<file path="src/sv/gstr_pkg.sv">
`default_nettype none

package gstr_pkg;

  localparam int SAMPLE_W   = 16;
  localparam int GAIN_W     = 24;
  localparam int DIFF_W     = SAMPLE_W + 1;
  localparam int PROD_W     = DIFF_W + SAMPLE_W;
  localparam int ERR_W      = 33;
  localparam int GSUM_W     = GAIN_W + 1;
  localparam int STEP_W     = ERR_W + GSUM_W;
  localparam int ACC_W      = STEP_W + 1;
  localparam int PHASE_FRAC = 48;
  localparam int PHASE_W    = PHASE_FRAC + 1;
  localparam int OUT_OFF_W  = 4;
  localparam int APB_ADDR_W = 3;
  localparam int APB_DATA_W = 32;

  localparam logic signed [ACC_W-1:0] PHASE_ONE =
    {{(ACC_W-PHASE_FRAC-1){1'b0}}, 1'b1, {PHASE_FRAC{1'b0}}};
  localparam logic signed [ACC_W-1:0] PHASE_MASK = PHASE_ONE - ACC_W'(1);

  localparam logic REG_GAIN_P = 1'b0;
  localparam logic REG_GAIN_I = 1'b1;

  localparam logic signed [GAIN_W-1:0] GAIN_P_RESET = -24'sd2925;
  localparam logic signed [GAIN_W-1:0] GAIN_I_RESET = -24'sd4;

  typedef struct packed {
    logic signed [SAMPLE_W-1:0] i;
    logic signed [SAMPLE_W-1:0] q;
  } sample_t;

  typedef struct packed {
    logic signed [GAIN_W-1:0] gp;
    logic signed [GAIN_W-1:0] gi;
  } gains_t;

  typedef struct packed {
    logic cap_early;
    logic cap_mid;
    logic mul;
    logic err;
    logic step;
    logic add;
    logic wrap_hi;
    logic wrap_lo;
    logic offs;
  } loop_ctrl_t;

endpackage

`default_nettype wire

</file>
<file path="src/sv/gstr_apb.sv">
`default_nettype none

module gstr_apb (
  input  wire                                  clk_i,
  input  wire                                  rst_ni,
  input  wire                                  psel,
  input  wire                                  penable,
  input  wire                                  pwrite,
  input  wire [gstr_pkg::APB_ADDR_W-1:0]       paddr,
  input  wire [gstr_pkg::APB_DATA_W-1:0]       pwdata,
  output logic [gstr_pkg::APB_DATA_W-1:0]      prdata,
  output logic                                 pready,
  output gstr_pkg::gains_t                     gains_o
);

  logic signed [gstr_pkg::GAIN_W-1:0] gp_q, gp_d;
  logic signed [gstr_pkg::GAIN_W-1:0] gi_q, gi_d;
  logic                               wr_en;

  assign pready = 1'b1;
  assign wr_en  = psel && penable && pwrite;

  always_comb begin
    gp_d = gp_q;
    gi_d = gi_q;
    if (wr_en) begin
      unique case (paddr[2])
        gstr_pkg::REG_GAIN_P: gp_d = pwdata[gstr_pkg::GAIN_W-1:0];
        gstr_pkg::REG_GAIN_I: gi_d = pwdata[gstr_pkg::GAIN_W-1:0];
        default: ;
      endcase
    end
  end

  always_ff @(posedge clk_i or negedge rst_ni) begin
    if (!rst_ni) begin
      gp_q <= gstr_pkg::GAIN_P_RESET;
      gi_q <= gstr_pkg::GAIN_I_RESET;
    end else begin
      gp_q <= gp_d;
      gi_q <= gi_d;
    end
  end

  always_comb begin
    unique case (paddr[2])
      gstr_pkg::REG_GAIN_P: prdata = gstr_pkg::APB_DATA_W'(gp_q);
      gstr_pkg::REG_GAIN_I: prdata = gstr_pkg::APB_DATA_W'(gi_q);
      default:              prdata = '0;
    endcase
  end

  assign gains_o.gp = gp_q;
  assign gains_o.gi = gi_q;

endmodule

`default_nettype wire

</file>
<file path="config.mk">
export PLATFORM = sky130hd
export DESIGN_NAME = gstr_apb
export DESIGN_NICKNAME = d
export VERILOG_FILES = /design/src/sv/gstr_pkg.sv /design/src/sv/gstr_apb.sv
export SDC_FILE = /design/constraint.sdc
export NUM_CORES = 1
export LEC_CHECK = 0
export BUFFER_PORTS_ARGS = -buffer_cell sky130_fd_sc_hd__buf_2
export CORE_UTILIZATION = 48
export CTS_CLUSTER_SIZE = 25
export DETAILED_ROUTE_END_ITERATION = 8
export HOLD_SLACK_MARGIN = 0.03
export PLACE_DENSITY = 0.86
export SLEW_MARGIN = 15
export SYNTH_ARGS = -nofsm -noshare
export SYNTH_HDL_FRONTEND = slang
export SYNTH_SLANG_ARGS = --single-unit
</file>
<file path="constraint.sdc">
create_clock -name clk_i -period 2 [get_ports clk_i]
set_input_delay 0.5 -clock clk_i [delete_from_list [all_inputs] [get_ports clk_i]]
set_output_delay 0.5 -clock clk_i [all_outputs]
set_load 0.005 [all_outputs]
</file>
### Word-level counts from Yosys, hierarchy flattened

Cells that the tools add are included.

* flip-flop bits (word level): 48
* input port bits: 40
* word-level logic and storage cells: 8

* mux-type cells: 1
* bitwise logic cells: 1
* reduce and logical (&&, ||, !) cells: 4

Operator list (number)
* $pmux W32 S2: 1
* $reduce_and A2 Y1: 2
* $logic_and A1 B1 Y1: 2
* $not A1 Y1: 1

### Depth between registers and ports, before layout

* word-level depth: 3
* gate-level depth with buffers: 4
* mapped depth without buffers: 2

### Worst setup path before layout

Ideal clock, no wire load.

* path kind: input port to output port
* from: input paddr[2] in the netlist's numbering
* to: output prdata[10] in the netlist's numbering
* arrival time: 1.168 ns
* required time: 1.500 ns
* slack: 0.332 ns
* stages: 3
* buffers on the path: 2
* cell sequence: buf_6 buf_2 mux2_2

* word-level cells in the longest chain between the ends: 2

RTL lines
* start, declared: RTL line gstr_apb.sv:9 `input wire [gstr_pkg::APB_ADDR_W-1:0] paddr,`
* $not A1 Y1 (no line)
* $pmux W32 S2 *: RTL line gstr_apb.sv:46 `unique case (paddr[2])`
* end, declared: RTL line gstr_apb.sv:11 `output logic [gstr_pkg::APB_DATA_W-1:0] prdata,`

Every way passes the cells marked *; elsewhere a longest branch is shown, timed or not.

### Final worst setup path

* from: input paddr[2] in the netlist's numbering
* to: output prdata[5] in the netlist's numbering

Same word-level chain as after synthesis.

==> impl_metrics.tcl <==
set metrics [dict create \
    cp_slowest_stage_delay_ns 0.34 \
    pin_count 121 \
    worst_ep_arrival_time_ns 1.29 \
    synth.net_count 179 \
    grt_max_degree 30 \
    cts_htree_levels 2 \
    sequentialPowerShare_pct 49.8 \
    critical_path.n_buffers_inverters 3 \
    clk_pin_slew_worst_paths_ns 0.09 \
    rsz_0062_raised_after_global_routing "false" \
    gp_routability_congestion 0.7160 \
    max-cap-violations 0 \
    layout_nets 284 \
    worstSetupEndpoint "prdata[5]" \
    yosysSeqAreaShare_pct 53.91 \
    min_path_type "in -> async" \
    cts.root.buffer_cell "sky130_fd_sc_hd__clkbuf_8" \
    place_hpwl_um 3507 \
    cts-buffers-inserted 5 \
    final_hold_violation_count 0 \
    tritoncts "built" \
    setup.worst_path.start_class "primary input" \
    clk_latency_ns 0.30 \
    finClkSkew_ns 0 \
    pre_cts_ws_ns 0.2082 \
    tns_ns 0 \
    drt.antenna.violating_nets 0 \
    setup_ws_ns 0.2098 \
    ys_ff_latch 48 \
    port_buffers 109 \
    critical_path.endpoint_type "output port" \
    cts.repair_timing.setup_buffer_count 0 \
    synth_cell_types 11 \
    irDropWorstVdd_v 0.0004597 \
    area_growth_pct 28.87 \
    power_density_mw_per_mm2 994.7 \
    run_status "finished, final reports clean" \
    antenna_violations_before_repair 0 \
    setup.reg_to_reg.worst_slack_ns 1.21 \
    track_usage_pct 19.17 \
    timing.critical_path.fanout_max 14 \
    timing.setup.critical_path_class "in -> out" \
    share_of_cells_above_drive_strength_1_pct 95.51 \
    synth.yosys.warnings 0 \
    core_region_area_mm2 0.004504 \
    rr_startpoint "gp_q[2]$_DFFE_PN0P_" \
    routed_via_density 5.145 \
    power_leakage_nw 1.491 \
    firstDrtPassIters 2 \
    critPathTopFamily "buffers and inverters" \
    syn_area_per_cell_um2 16.68 \
    finalWorstPathRequiredPeriod_ns 1.790 \
    timing.final.crit_share_pct 89.51 \
    worst_path_max_delay_cell "sky130_fd_sc_hd__mux2_2" \
    insertedDiodeCount 0 \
    avg_wl_per_cell_um 15.99 \
    combPwrFrac_pct 30.5 \
    via_count 1528 \
    initial_utilization_pct 51.47 \
    report.final.slew_viol_count 0 \
    die-width_um 71.50 \
    r2r_cells 1 \
    sum_of_overflow_across_all_layers_after_global_routing 0 \
    ctsHoldBuffers 0 \
    sw_frac_of_total_pct 27.92 \
    remaining_drc_errors 0 \
    cp_data_required_time_ns 1.50 \
    detail_route.wirelength_um 4748 \
    worstSetupPathDepth 4 \
    die_y_um 71.50 \
    vias_in_the_first_global_route 1522 \
    worstSetupStartpoint "paddr[2]" \
    floorplan_die_area_mm2 0.005112 \
    cts.path.max_buffers 2 \
    setup_viol 0 \
    std_cell_rows 24 \
    grt_pass1_wl_um 7348 \
    drt_iter0_markers 34 \
    cp_common_cell "sky130_fd_sc_hd__buf_2" \
    clock_power_share_pct 19.7 \
    internal_power_mw 2.142 \
    crit_path_cell_trace "buf_2 -> buf_12 -> mux2_2 -> buf_2" \
    synthCells 139 \
    cts_resized 0 \
    crit-reg2reg-capture "gp_q[2]$_DFFE_PN0P_" \
    whs_ns 0.1357 \
    fill_cells 339 \
    synth_area_mm2 0.002318 \
    fmaxAchievable_mhz 558.6 \
    numClockSinks 48 \
    power.net_switching_mw 0.8297 \
]
==> worst min path at each step <==
stage                       from                   to  slack (ns)  cells after the start
after floorplan           rst_ni  gi_q[0]$_DFFE_PN0P_        0.20                      0
after global placement    rst_ni  gp_q[3]$_DFFE_PN0P_        0.47                      1
after detailed placement  rst_ni  gp_q[3]$_DFFE_PN0P_        0.48                      1
after CTS                 rst_ni  gp_q[3]$_DFFE_PN0P_        0.15                      1
after global routing      rst_ni  gp_q[3]$_DFFE_PN0P_        0.16                      1
final                     rst_ni  gp_q[3]$_DFFE_PN0P_        0.14                      1
==> flip-flops by register name, indices dropped and copies added, names as in the netlist <==
name / count
gp_q: 24
gi_q: 24
==> layout make-up <==
| cell class | instances | area (um^2) | share of cell area (%) |
|---|---|---|---|
| Tap cell | 52 | 65.06 | 2.178 |
| Multi-Input combinational cell | 75 | 934.6 | 31.28 |
| Clock buffer | 5 | 68.82 | 2.303 |
| Sequential cell | 48 | 1250 | 41.83 |
| Timing Repair Buffer | 114 | 645.6 | 21.61 |
| Clock inverter | 3 | 23.77 | 0.7956 |
==> stage by stage <==
stage,area [um^2],power [mW],std cells,util (%)
2_1_floorplan,2318,1.968,139,-
3_3_place_gp,2895,2.365,289,64.28
3_5_place_dp,2895,2.410,289,64.28
4_1_cts,2988,3.008,297,66.33
5_1_grt,2988,3.141,297,66.33
6_report,2988,2.972,297,66.33
==> layer usage <==
layer	share of wire (%)	global-route usage, %	vias to the layer above
met5	0	0	-
met4	1.8	7.190	0
met3	4.9	4.501	9
met2	52	33.97	61
met1	42	22.77	763
li1	-	-	695
==> cells in the mapped netlist, drive strengths merged <==
cell | n | area (um^2)
nand4 | 1 | 21.27
mux2 | 72 | 885.8
conb | 1 | 3.750
dfrtp | 9 | 225.2
buf | 16 | 133.9
nand4b | 1 | 23.77
dfstp | 39 | 1025
==> logic make-up after synthesis <==
group         share of synthesized area [%]
mux                                   38.21
other cells                          0.1617
flops                                 53.91
simple gates                          1.943
buf+inv                               5.774
==> cells in the final DEF (no fill, tap or decap), types with 2 or more instances in the layout <==
cell,instances
sky130_fd_sc_hd__clkbuf_8,5
sky130_fd_sc_hd__clkinvlp_4,2
sky130_fd_sc_hd__mux2_4,20
sky130_fd_sc_hd__dfrtp_1,9
sky130_fd_sc_hd__dfstp_2,39
sky130_fd_sc_hd__buf_2,109
sky130_fd_sc_hd__buf_12,5
sky130_fd_sc_hd__mux2_2,51
==> power groups by stage <==
stage          Combinational, mW  Clock [mW]  Sequential, mW
6_report                   0.907       0.586            1.48
5_1_grt                    0.987       0.641            1.51
4_1_cts                    0.922       0.608            1.48
3_5_place_dp               0.919           0            1.49
3_3_place_gp               0.892           0            1.47
2_1_floorplan              0.486           0            1.48
Power figures use the tool's default switching activity.
