File: config.mk
export PLATFORM = sky130hd
export DESIGN_NAME = gstr_loop
export DESIGN_NICKNAME = d
export VERILOG_FILES = /design/src/sv/gstr_pkg.sv /design/src/sv/gstr_loop.sv
export SDC_FILE = /design/constraint.sdc
export NUM_CORES = 2
export LEC_CHECK = 0
export ABC_AREA = 1
export BUFFER_PORTS_ARGS = -buffer_cell sky130_fd_sc_hd__buf_2
export CAP_MARGIN = 5
export CORE_MARGIN = 1.5
export CORE_UTILIZATION = 71
export DETAILED_ROUTE_END_ITERATION = 10
export PLACE_DENSITY = 0.88
export RECOVER_POWER = 50
export SLEW_MARGIN = 20
export SYNTH_ARGS = -nofsm -noshare
export SYNTH_HDL_FRONTEND = slang
export SYNTH_SLANG_ARGS = --single-unit
File: constraint.sdc
create_clock -name clk_i -period 19.3 [get_ports clk_i]
set_clock_uncertainty 0.1 [all_clocks]
set_input_delay 2.895 -clock clk_i [delete_from_list [all_inputs] [get_ports clk_i]]
set_output_delay 2.895 -clock clk_i [all_outputs]
set_load 0.01 [all_outputs]
File: src/sv/gstr_pkg.sv
`default_nettype none

package gstr_pkg;

  localparam int SAMPLE_W   = 16;
  localparam int GAIN_W     = 24;
  localparam int DIFF_W     = SAMPLE_W + 1;
  localparam int PROD_W     = DIFF_W + SAMPLE_W;
  localparam int ERR_W      = 33;
  localparam int GSUM_W     = GAIN_W + 1;
  localparam int STEP_W     = ERR_W + GSUM_W;
  localparam int ACC_W      = STEP_W + 1;
  localparam int PHASE_FRAC = 48;
  localparam int PHASE_W    = PHASE_FRAC + 1;
  localparam int OUT_OFF_W  = 4;
  localparam int APB_ADDR_W = 3;
  localparam int APB_DATA_W = 32;

  localparam logic signed [ACC_W-1:0] PHASE_ONE =
    {{(ACC_W-PHASE_FRAC-1){1'b0}}, 1'b1, {PHASE_FRAC{1'b0}}};
  localparam logic signed [ACC_W-1:0] PHASE_MASK = PHASE_ONE - ACC_W'(1);

  localparam logic REG_GAIN_P = 1'b0;
  localparam logic REG_GAIN_I = 1'b1;

  localparam logic signed [GAIN_W-1:0] GAIN_P_RESET = -24'sd2925;
  localparam logic signed [GAIN_W-1:0] GAIN_I_RESET = -24'sd4;

  typedef struct packed {
    logic signed [SAMPLE_W-1:0] i;
    logic signed [SAMPLE_W-1:0] q;
  } sample_t;

  typedef struct packed {
    logic signed [GAIN_W-1:0] gp;
    logic signed [GAIN_W-1:0] gi;
  } gains_t;

  typedef struct packed {
    logic cap_early;
    logic cap_mid;
    logic mul;
    logic err;
    logic step;
    logic add;
    logic wrap_hi;
    logic wrap_lo;
    logic offs;
  } loop_ctrl_t;

endpackage

`default_nettype wire

File: src/sv/gstr_loop.sv
`default_nettype none

module gstr_loop #(
  parameter int SPS = 10
) (
  input  wire                              clk_i,
  input  wire                              rst_ni,
  input  gstr_pkg::loop_ctrl_t             ctrl_i,
  input  gstr_pkg::sample_t                rdata_i,
  input  gstr_pkg::gains_t                 gains_i,
  output logic [$clog2(SPS+1)-1:0]         offset_o
);

  localparam int OFFW    = $clog2(SPS + 1);
  localparam int SCALE_W = gstr_pkg::PHASE_W + OFFW + 1;
  localparam int N_W     = SCALE_W - gstr_pkg::PHASE_FRAC;
  localparam logic [SCALE_W-1:0] ROUND_HALF = SCALE_W'(1) << (gstr_pkg::PHASE_FRAC - 1);
  localparam logic [SCALE_W-1:0] SPS_S      = SCALE_W'(SPS);
  localparam logic [N_W-1:0]     SPS_N      = N_W'(SPS);

  gstr_pkg::sample_t                          early_q, mid_q;
  logic signed [gstr_pkg::PROD_W-1:0]         prod_i_q, prod_q_q;
  logic signed [gstr_pkg::ERR_W-1:0]          err_q;
  logic signed [gstr_pkg::GSUM_W-1:0]         gsum_q;
  logic signed [gstr_pkg::STEP_W-1:0]         step_q;
  logic signed [gstr_pkg::ACC_W-1:0]          acc_q;
  logic [gstr_pkg::PHASE_W-1:0]               phase_q;
  logic [OFFW-1:0]                            offset_q;

  logic signed [gstr_pkg::DIFF_W-1:0]         diff_i, diff_q;
  logic signed [gstr_pkg::ACC_W-1:0]          acc_phase;
  logic signed [gstr_pkg::ACC_W-1:0]          acc_lo;
  logic [SCALE_W-1:0]                         scaled;
  logic [N_W-1:0]                             n_raw;

  assign diff_i    = gstr_pkg::DIFF_W'(early_q.i) - gstr_pkg::DIFF_W'(rdata_i.i);
  assign diff_q    = gstr_pkg::DIFF_W'(early_q.q) - gstr_pkg::DIFF_W'(rdata_i.q);
  assign acc_phase = $signed({{(gstr_pkg::ACC_W-gstr_pkg::PHASE_W){1'b0}}, phase_q});

  always_comb begin
    acc_lo = acc_q;
    if (acc_lo < 0) begin
      acc_lo = acc_lo + gstr_pkg::PHASE_ONE;
    end
    if (acc_lo < 0 || acc_lo > gstr_pkg::PHASE_ONE) begin
      acc_lo = acc_lo & gstr_pkg::PHASE_MASK;
    end
  end

  assign scaled = SCALE_W'(phase_q) * SPS_S + ROUND_HALF;
  assign n_raw  = scaled[SCALE_W-1:gstr_pkg::PHASE_FRAC];

  always_ff @(posedge clk_i) begin
    if (ctrl_i.cap_early) begin
      early_q <= rdata_i;
    end
    if (ctrl_i.cap_mid) begin
      mid_q <= rdata_i;
    end
    if (ctrl_i.mul) begin
      prod_i_q <= diff_i * mid_q.i;
      prod_q_q <= diff_q * mid_q.q;
    end
    if (ctrl_i.err) begin
      err_q  <= gstr_pkg::ERR_W'(prod_i_q + prod_q_q);
      gsum_q <= gstr_pkg::GSUM_W'(gains_i.gp) + gstr_pkg::GSUM_W'(gains_i.gi);
    end
    if (ctrl_i.step) begin
      step_q <= err_q * gsum_q;
    end
    if (ctrl_i.add) begin
      acc_q <= acc_phase + gstr_pkg::ACC_W'(step_q);
    end else if (ctrl_i.wrap_hi) begin
      if (acc_q > gstr_pkg::PHASE_ONE) begin
        acc_q <= acc_q - gstr_pkg::PHASE_ONE;
      end
    end
  end

  always_ff @(posedge clk_i or negedge rst_ni) begin
    if (!rst_ni) begin
      phase_q  <= '0;
      offset_q <= '0;
    end else begin
      if (ctrl_i.wrap_lo) begin
        phase_q <= acc_lo[gstr_pkg::PHASE_W-1:0];
      end
      if (ctrl_i.offs) begin
        offset_q <= (n_raw > SPS_N) ? OFFW'(SPS) : OFFW'(n_raw);
      end
    end
  end

  assign offset_o = offset_q;

endmodule

`default_nettype wire

After elaboration in Yosys (flattened, before gate mapping)
Cells that the tools add are included.
{"block": "op_classes", "n_addsub": 8, "n_mul": 4, "n_lt_le_gt_ge": 5, "n_mux": 6, "reduce_logical": 4}
{"op": "$mux W59", "count": 4}
{"op": "$gt A59 B50 Y1 const B", "count": 2}
{"op": "$lt A59 B1 Y1 const B", "count": 2}
{"op": "$mul A17 B16 Y33", "count": 2}
{"op": "$add A50 B58 Y59", "count": 1}
{"op": "$add A59 B50 Y59 const B", "count": 1}
{"op": "$sub A59 B50 Y59 const B", "count": 1}
{"op": "$mul A33 B25 Y58", "count": 1}
{"op": "$add A53 B48 Y54 const B", "count": 1}
{"op": "$mul A49 B3 Y52 const B", "count": 1}
{"op": "$mux W49", "count": 1}
{"op": "$sub A16 B16 Y17", "count": 2}
{"op": "$add A33 B33 Y33", "count": 1}
{"op": "$add A24 B24 Y25", "count": 1}
{"op": "$gt A6 B4 Y1 const B", "count": 1}
{"op": "$mux W4", "count": 1}
{"op": "$reduce_bool A2 Y1", "count": 2}
{"op": "$reduce_and A2 Y1", "count": 1}
{"op": "$logic_or A1 B1 Y1", "count": 1}
{"block": "word_totals", "reg_bits": 358, "inputBits": 91, "word_cells": 39}

Depth between registers and ports, before layout
{"block": "depth", "word_depth": 5, "ltp_mapped": 38, "depth_no_buf": 38}

Worst setup path after synthesis
No wires, ideal clock.
{"block": "synth_timing", "path_type": "input -> register", "from": "input port rdata_i[16] in the netlist's numbering", "to": "register prod_i_q[27] in the netlist's numbering (data pin)", "setup_ns": 0.262, "arrival_time_ns": 9.247, "t_required_ns": 18.938, "setup_slack_ns": 9.692, "path_stages": 33, "path_cell_list": "ha_1 > fa_1 > nand3b_1 > and2_1 > inv_1 > nand3_1 > nand2_1 > a21oi_1 > inv_1 > a21oi_1 > or2_2 > nand2_2 > inv_1 > nand2_1 > fa_1 > fa_1 > fa_1 > inv_1 > fa_1 > fa_1 > inv_1 > fa_1 > inv_1 > ha_1 > a21oi_1 > inv_1 > a21oi_1 > o21ai_0 > a21oi_1 > o21bai_1 > a21oi_1 > o21ai_1 > xor2_1"}
{"block": "synth_between", "elab_chain_len": 2}
{"item": "from (decl)", "line": "gstr_loop.sv:9", "source": "input gstr_pkg::sample_t rdata_i,"}
{"item": "$sub A16 B16 Y17", "line": "gstr_loop.sv:36", "source": "assign diff_i = gstr_pkg::DIFF_W'(early_q.i) - gstr_pkg::DIFF_W'(rdata_i.i);"}
{"item": "$mul A17 B16 Y33", "line": "gstr_loop.sv:61", "source": "prod_i_q <= diff_i * mid_q.i;"}
{"item": "to (signal assigned)", "line": "gstr_loop.sv:61"}
{"item": "to (decl)", "line": "gstr_loop.sv:22", "source": "logic signed [gstr_pkg::PROD_W-1:0] prod_i_q, prod_q_q;"}
No other way between the ends.
A chain may end at the register's enable or synchronous reset.

Worst setup path after layout
{"block": "layout_timing", "from": "input port rdata_i[7] in the netlist's numbering", "to": "register prod_q_q[32] in the netlist's numbering (data pin)"}
{"block": "layout_between", "elab_chain_len": 2}
{"item": "$sub A16 B16 Y17", "line": "gstr_loop.sv:37", "source": "assign diff_q = gstr_pkg::DIFF_W'(early_q.q) - gstr_pkg::DIFF_W'(rdata_i.q);"}
{"item": "$mul A17 B16 Y33", "line": "gstr_loop.sv:62", "source": "prod_q_q <= diff_q * mid_q.q;"}
{"item": "to (signal assigned)", "line": "gstr_loop.sv:62"}
{"item": "to (decl)", "line": "gstr_loop.sv:22"}
No other way between the ends.

==> run metrics <==
area of the mapped netlist=72700 um2; Hold Path Depth=2; most frequent CP cell=inv_1; Tcrit/Tclk final=53.4%; core footprint=slightly above 100000 um2; total track usage=39.8%; Total Routed Length=between 150000 and 200000 um; syn avg cell area=approximately 8.4 um2; Seq/Total Area, Yosys=about 14%; clk buf depth=3; final setup fails=0; Setup crit end kind=register; Vias=about 58k; top-area cell type share of the netlist area=about two fifths; largest net degree at the start of global routing=67; layout cells sized above 1=between 3 and 4%; worst min-delay path class=reg2reg; Antenna Nets Post-Route=0; max cap viols=7; first drt pass iteration count=6; final setup TNS=0 ns; Gate Count Post-Synth=between 8k and 9k; Setup crit start kind=input port; Worst-Margin Slew=approximately 3.3 ns; met3 usage=9.10%; CTS sink cnt=358; number of DRC markers in iteration 0=around 5k; post-CTS setup buffer count=0; violated checks=capacitance limit, slew limit; Ports=95; std cell rows=117; worst r2r path cells=22; Slew headroom=-119%; # DRC=0; Netlist cell types=67; Reg clk slew, reported paths=0.07 ns; drt wl/cell=slightly below 20 um; die width=323 um; initial antenna violation count=3; number of gates resized after CTS=0; vias per cell=roughly 5.8; dominant cells by area after synthesis=fa_1 39%, edfxtp_1 13%, inv_1 11%, nand2_1 10%, ha_1 9.6%; GRT overflow=0; Initial Util=between 70% and 80%; RSZ-0062 raised after global routing=no; synthesized flop and latch total=roughly 360; hold buffer count at CTS=0; yosys warns=0; met2 Use GR=67.9%; crit-path max FO=13; DIE HEIGHT=about 320 um; synthesis-to-finish area growth=4.11%; CP peak stage delay=about 0.57 ns; WS Path Type=in2reg; dpl hpwl=158000 um; CTS HTree Levels=2; gp weighted congestion=1.03; Mapped Nets=about 11k; Port Buffer Count=94; data required time of the worst path=19.54 ns; Root Buffer=clkbuf_16; outcome=finished, violations left; Slew Viols, Final=between 300 and 400; CTS tree=built; slowest CP cell=fa_1; main flop type after synthesis=edfxtp_1; number of global-route vias before repair=63.5k; first-pass GRT wire length=~320000 um; Util after Layout=between 70% and 80%; busiest grt layer=met2; M1 GR Usage=44.6%; crit path DAT=about 11 ns; fmax=~97 MHz; clk_lat worst skew=~0.63 ns; ys async rst share=around 15%; area leader, netlist=fa_1; EDFF count, synth=roughly 310; Num CTS Buffers=41; die area=104000 um2; Final #Nets=between 10k and 15k; Final Hold Fails=0; min cycle time layout=10.31 ns
==> through the flow <==
step                hold slack [ns]  worst slack [ns]  cells  instance area (um2)
detailed placement            0.363              8.63   9943                74400
global route                  0.404              8.45  10000                75700
CTS                           0.380              9.06  10000                75800
global placement              0.349              8.82   9943                74400
finish                        0.373              8.99  10000                75700
floorplan                     0.338              9.69   8678                72700
==> final cells by class <==
class                   count  area, um2
multi-input cells        5818      52800
repair buffers            161        915
fillers                  7261      25900
clock inverters            21        240
well taps                1368       1710
inverters                2238       8400
clock buffers              53       1130
diodes                      1       2.50
flip-flops and latches    358      10500
==> routing by layer <==
| layer | vias to the layer above | part of all wire (%) |
|---|---|---|
| li1 | 25600 | - |
| met1 | 28000 | 34 |
| met2 | 3266 | 48 |
| met3 | 1027 | 9.8 |
| met4 | 2 | 8.1 |
| met5 | - | 0.0065 |
==> cells in the final DEF (no fill, tap or decap), drive strengths merged, types with 3 or more instances in the layout <==
master / Yosys / routed
a211oi: 7 / 7
a21boi: 18 / 18
a21o: 37 / 37
a21oi: 377 / 377
a221oi: 4 / 4
a31oi: 38 / 38
and3: 5 / 5
buf: 16 / 122
bufinv: 0 / 4
clkbuf: 248 / 92
clkinv: 7 / 15
clkinvlp: 0 / 3
dfrtp: 53 / 53
edfxtp: 305 / 305
fa: 1399 / 1399
ha: 558 / 558
inv: 2231 / 2237
nand2: 1965 / 1965
nand3: 130 / 130
nand3b: 5 / 5
nand4: 39 / 39
nor2: 605 / 605
nor3: 45 / 45
nor3b: 3 / 3
nor4: 19 / 19
o2111ai: 7 / 7
o211ai: 12 / 12
o21a: 13 / 13
o21ai: 215 / 215
o21bai: 26 / 26
o31ai: 10 / 10
or2: 52 / 52
xnor2: 89 / 89
xor2: 125 / 125
==> cells by family after synthesis <==
logic type	count (synthesis)	synth area share, %
and+or+nand+nor	2874	15.8
buffers and inverters	2502	12.9
adders and majority gates	1957	48.1
AOI/OAI and AO/OA	773	6.14
DFF	358	14.4
xor gates and xnor gates	214	2.60
==> worst paths after layout <==
| path | from | slack, ns | endpoint |
|---|---|---|---|
| worst max-delay path | rdata_i[7] | 8.99 | prod_q_q[32] |
| worst min-delay path | acc_q[30] | 0.37 | phase_q[30] |
| worst max register to register | err_q[0] | 11.07 | step_q[50] |
| worst min register to register | acc_q[30] | 0.37 | phase_q[30] |
| max in group asynchronous | rst_ni | 14.14 | phase_q[36] |
| min in group asynchronous | rst_ni | 3.26 | phase_q[5] |
==> critical path, delay by kind of cell <==
kind / cells / cell delay (ns)
fa+ha+maj: 8 / 3.64
simple gates: 12 / 2.12
compound gates: 4 / 0.95
buf+inv: 8 / 0.81
xor+xnor: 1 / 0.12
==> registers in the layout, summed over array words and instances (netlist names) <==
name      count
offset_o      4
gsum_q       25
acc_q        59
prod_q_q     33
step_q       58
err_q        33
phase_q      49
early_q      32
mid_q        32
prod_i_q     33
==> Yosys cell counts, types with 13 or more instances <==
library cell,instances
a21o_1,37
a21oi_1,364
a31oi_1,38
clkbuf_1,248
dfrtp_1,53
edfxtp_1,305
fa_1,1399
ha_1,558
inv_1,2219
nand2_1,1948
nand2_2,17
nand3_1,126
nand4_1,39
nor2_1,600
nor3_1,41
nor4_1,17
o21a_1,13
o21ai_0,190
o21ai_1,18
o21bai_1,24
or2_2,44
xnor2_1,89
xor2_1,124
Power is not shown: default switching activity piles up to over one toggle a cycle in this logic, so the estimate is an artifact.
